<file path="config.mk">
export PLATFORM = sky130hd
export DESIGN_NAME = pba_ctrl
export DESIGN_NICKNAME = d
export VERILOG_FILES = /design/src/port_bitmap_allocator_top_macros.svh /design/src/pba_pkg.sv /design/src/pba_ctrl.sv
export SDC_FILE = /design/constraint.sdc
export NUM_CORES = 1
export LEC_CHECK = 0
export ABC_AREA = 1
export BUFFER_PORTS_ARGS = -buffer_cell sky130_fd_sc_hd__buf_2
export CORE_AREA = 3 3 40 42
export CTS_CLUSTER_SIZE = 25
export DETAILED_ROUTE_END_ITERATION = 7
export DIE_AREA = 0 0 43 45
export GPL_TIMING_DRIVEN = 0
export HOLD_SLACK_MARGIN = 0.08
export PLACE_DENSITY = 0.49
export SETUP_SLACK_MARGIN = 0.02
export SLEW_MARGIN = 20
export SYNTH_ARGS = -nofsm -noshare
export SYNTH_HDL_FRONTEND = slang
export SYNTH_SLANG_ARGS = --single-unit
</file>
<file path="constraint.sdc">
create_clock -name clk -period 1 [get_ports clk]
set_input_delay 0.05 -clock clk [delete_from_list [all_inputs] [get_ports clk]]
set_output_delay 0.05 -clock clk [all_outputs]
set_load 0.01 [all_outputs]
</file>
<file path="src/port_bitmap_allocator_top_macros.svh">
// Assertion helpers. Each one samples on posedge clk and is off while arst_n is low.
`ifndef PORT_BITMAP_ALLOCATOR_TOP_MACROS_SVH
`define PORT_BITMAP_ALLOCATOR_TOP_MACROS_SVH

// Same-cycle implication.
`define PBA_ASSERT(lbl, ante, cons, msg) \
	lbl: assert property (@(posedge clk) disable iff (!arst_n) (ante) |-> (cons)) \
		else $error(msg);

// Next-cycle implication.
`define PBA_ASSERT_NEXT(lbl, ante, cons, msg) \
	lbl: assert property (@(posedge clk) disable iff (!arst_n) (ante) |=> (cons)) \
		else $error(msg);

`endif

</file>
<file path="src/pba_pkg.sv">
package pba_pkg;

	localparam int DEF_PORT_COUNT = 65536;
	localparam int DEF_WORD_BITS  = 32;

	localparam int PORT_W   = 16;
	localparam int MODE_W   = 2;
	localparam int STATUS_W = 2;

	localparam logic [PORT_W-1:0] ALLOC_BASE_RST = 16'hC000;

	localparam logic [MODE_W-1:0] MODE_ALLOC   = 2'd0;
	localparam logic [MODE_W-1:0] MODE_CLAIM   = 2'd1;
	localparam logic [MODE_W-1:0] MODE_RELEASE = 2'd2;

	localparam logic [STATUS_W-1:0] STATUS_OK        = 2'd0;
	localparam logic [STATUS_W-1:0] STATUS_IN_USE    = 2'd1;
	localparam logic [STATUS_W-1:0] STATUS_NONE_FREE = 2'd2;

	// controller to datapath
	typedef struct packed {
		logic clr;
		logic take;
		logic div;
		logic setup;
		logic rmw;
		logic scan;
		logic alloc_wr;
		logic none;
		logic load_out;
	} pba_cmd_t;

	// datapath to controller
	typedef struct packed {
		logic clr_last;
		logic is_alloc;
		logic base_oob;
		logic found;
		logic exhausted;
		logic out_free;
	} pba_stat_t;

endpackage

</file>
<file path="src/pba_ctrl.sv">
module pba_ctrl (
	input  logic                clk,
	input  logic                arst_n,
	input  logic                in_valid,
	output logic                in_ready,
	input  pba_pkg::pba_stat_t  stat,
	output pba_pkg::pba_cmd_t   cmd
);

	typedef enum logic [2:0] {
		S_CLR,
		S_IDLE,
		S_DIV,
		S_SETUP,
		S_SCAN,
		S_AWR,
		S_RMW,
		S_DONE
	} state_t;

	state_t state_q;
	state_t state_d;

	always_ff @(posedge clk or negedge arst_n) begin
		if (!arst_n) begin
			state_q <= S_CLR;
		end else begin
			state_q <= state_d;
		end
	end

	always_comb begin
		state_d = state_q;
		cmd     = '0;
		unique case (state_q)
			S_CLR: begin
				cmd.clr = 1'b1;
				if (stat.clr_last) begin
					state_d = S_IDLE;
				end
			end
			S_IDLE: begin
				if (in_valid) begin
					cmd.take = 1'b1;
					state_d  = S_DIV;
				end
			end
			S_DIV: begin
				cmd.div = 1'b1;
				state_d = S_SETUP;
			end
			S_SETUP: begin
				cmd.setup = 1'b1;
				if (!stat.is_alloc) begin
					state_d = S_RMW;
				end else if (stat.base_oob) begin
					state_d = S_DONE;
					cmd.none = 1'b1;
				end else begin
					state_d = S_SCAN;
				end
			end
			S_SCAN: begin
				cmd.scan = 1'b1;
				if (stat.found) begin
					state_d = S_AWR;
				end else if (stat.exhausted) begin
					cmd.none = 1'b1;
					state_d  = S_DONE;
				end
			end
			S_AWR: begin
				cmd.alloc_wr = 1'b1;
				state_d      = S_DONE;
			end
			S_RMW: begin
				cmd.rmw = 1'b1;
				state_d = S_DONE;
			end
			S_DONE: begin
				// wait for room in the output register
				if (stat.out_free) begin
					cmd.load_out = 1'b1;
					state_d      = S_IDLE;
				end
			end
			default: begin
				state_d = S_IDLE;
			end
		endcase
	end

	assign in_ready = (state_q == S_IDLE);

endmodule

</file>
# Word-level counts from Yosys, hierarchy flattened
# Index checks and enable logic that the tools add are counted.
op_classes:
  eq_ne: 11
  muxes: 23
  reduce_logical: 3
ops:
  columns: ["cell", "n"]
  rows:
  - ["$pmux 3 s7", 1]
  - ["$mux 3", 6]
  - ["$mux 1", 14]
  - ["$eq 3x3->1 const B", 4]
  - ["$eq 3x2->1 const B", 2]
  - ["$ne 2x2->1 const B", 3]
  - ["$reduce_and 4->1", 1]
  - ["$eq 3x1->1 const B", 1]
  - ["$logic_not 3->1", 1]
  - ["$ne 3x3->1 const B", 1]
  - ["$mux 2", 1]
  - ["$pmux 1 s2", 1]
  - ["$reduce_or 2->1", 1]
totals:
  register_bits: 3
  input_bits: 9
  output_inout_bits: 10
  word_cells: 38

# Depth between registers and ports, before layout
depth:
  ltp_word: 3
  depth_mapped: 7

# Worst setup path after synthesis
# OpenSTA, ideal clock, no wires.
synth_path:
  kind: "flip-flop to output port"
  startpoint: "register state_q[1]"
  endpoint: "output cmd[1] (netlist bit)"
  arrival_ns: 1.097
  setup_slack_ns: -0.147
  stages_incl_launch_ff: 5
  path_cell_list: "dfrtp_1 > buf_2 > nor3_1 > nand3_1 > o31ai_1"
synth_lines:
  columns: ["element", "line", "text"]
  rows:
  - ["from (decl)", "pba_ctrl.sv:21", "state_t state_q;"]
  - ["from (signal assigned)", "pba_ctrl.sv:28", "state_q <= state_d;"]
  - ["to (decl)", "pba_ctrl.sv:7", "output pba_pkg::pba_cmd_t cmd"]

==> reports/metrics.cfg <==
[cts]
clkTransAtPathRegs_ps=40
cts_tree=done
numCtsBuffers=3
clk_latency_ps=260
clockRootBuffer=clkbuf_4
clk_path_buf_depth=2
cts.sinks=3
htree_num_levels=1

[logic_synthesis]
async_flop_share=1.00
synthFlopType=dfrtp_1
ys_seq_area_frac=0.249
ys_ff_latch=3
synthTopCellsByCount=inv_1 (9), nor2_1 (8), nand2_1 (6), nand3_1 (6)
synth_area_leaders=dfrtp_1 (25%), inv_1 (11%), nand3_1 (10%)
syn_area_per_cell_um2=6.03
yosysMostFrequentCell=inv_1
syn_nets=59
synth.largest_area_cell=dfrtp_1
ys.warnings.count=0
synth_cells=50
syn_area_um2=302
synth-edff-count=0
yosysUniqueCellTypes=18
netlist.area_leader.share=0.249

[sta]
skew_ps=10.1
timing.final.crit_share=1.33
tightest_slew_ps=242
fmax_mhz=752
slew_headroom=0.839
setup_viol=12
slew_viol_final=0
period_minus_slack_ps=1330
tns_ps=-2950
worst_slack_ps=-329
finalHoldViolCount=0
grt_setup_unrepaired=yes

[die]
start_util=0.235
ioPinCount=19
dieHeight_um=45
rows=13
dieArea_um2=1940
core-area_um2=1280
fp.dieW_um=43

[drt]
vias_per_cell=4.44
vias=435
wl_per_cell_um=11.1
first_iter_violations=3
drt_wl_total_um=1090
dr.pass1.iters=4
ant_nets=0
wl_met1_um=458
top_layer_used=met4
drc=0
dr_wl_met2_um=547
wl_met3_um=53

[power_and_ir_drop]
power_mw=2.13
leakagePower_nw=0.343
power.density_nw_per_um2=3170
ir_drop_mv=1.38

[global_routing]
grt_pass1_wl_um=1570
overflow=0
grt.total_usage=0.108
grt_start_max_net_pins=8
grt_pass1_vias=370
antenna_found_initial=0

[min_path]
min_path_type=in2reg

[worst_setup_path]
critical_path_class=reg2out
worst_ep_required_time_ps=950
r2r_end=state_q[1]
reg2reg_from=state_q[2]
critPathCaptureType=output pin
r2r_slack_ps=-270
critical_path.max_fanout=7
start_kind=register
reg2regPathDepth=9
startpoint=state_q[2]
crit_path_end=cmd[1]
arrival_ps=1280

[cells_and_area]
drive_above_1_share=0.663
largest_reg_flops=3
fillCellCount=127
largestRegisters=state_q x3
syn_to_final_growth_pct=122
top_register=state_q
nets=93
n_antenna_cell=0
regArea_um2=76.3
final_core_utilization=0.522
multi_input_area_um2=265

[job]
maxCapViolCount=0

[outcome]
status=complete, but fails checks
violations=negative setup slack

[placed_design]
hpwl_um=700
gp_congestion=0.740
io_buffers=18

critical path: stages, from the launching register on:
cell     delay (ps)
dfrtp_1         330
buf_6           130
inv_8            50
nor3_4          200
nand3_2         100
o31ai_2          60
buf_2           160
cell usage in the layout (no fill, tap or decap), drive strengths merged:
master,instances
a21oi,1
a31oi,1
buf,30
clkbuf,4
dfrtp,3
dlygate4sd3,1
inv,11
nand2,7
nand3,6
nand4,1
nor2,11
nor3,4
o21ai,2
o31ai,1
kinds of logic after synthesis:
logic type	synth area share
AO/OA/AOI/OAI	0.0954
AND/OR/NAND/NOR	0.477
buffers and inverters	0.178
flip-flops	0.249
through the flow:
step           cell area, um^2  cells  setup WS [ps]  hold slack (ps)
2_1_floorplan              337     50           20.1             -246
3_3_place_gp               445     83          -57.3             -153
3_5_place_dp               445     83          -78.4             -152
4_1_cts                    576     93           -279              124
5_1_grt                    671     98           -401              121
6_report                   671     98           -329              107
how the worst min path moves through the flow:
stage / startpoint / endpoint / slack, ps / cells past startpoint
2_1_floorplan: arst_n / state_q[0] / -250 / 0
3_3_place_gp: arst_n / state_q[2] / -150 / 1
3_5_place_dp: arst_n / state_q[2] / -150 / 1
4_1_cts: in_valid / state_q[0] / 120 / 4
5_1_grt: arst_n / state_q[2] / 120 / 2
6_report: in_valid / state_q[0] / 110 / 4
area by class of cell:
type / instances / area share
clock buffer: 4 / 0.0392
sequential: 3 / 0.114
multi-input combinational: 34 / 0.396
inverter: 11 / 0.0840
timing repair buffer: 29 / 0.306
buffer: 2 / 0.0336
tap: 15 / 0.0280
repair_timing:
item	CTS	global route
resized for setup	14	15
pin swaps	2	10
hold buffers	1	0
buffers inserted	5	5
hold endpoints to repair	3	0
setup endpoints to repair	12	12
layer usage:
metal | GRT usage | up-vias
met5 | 0 | -
met2 | 0.180 | 12
met3 | 0.0359 | 2
met1 | 0.131 | 196
met4 | 0.0361 | 0
li1 | - | 225
power by group:
part           switching (mW)  leakage, nW  internal [mW]
combinational           0.847        0.296          0.757
clock                  0.0871       0.0150          0.151
sequential             0.0963       0.0315          0.188
No activity file was read; power rests on OpenSTA's default activity.
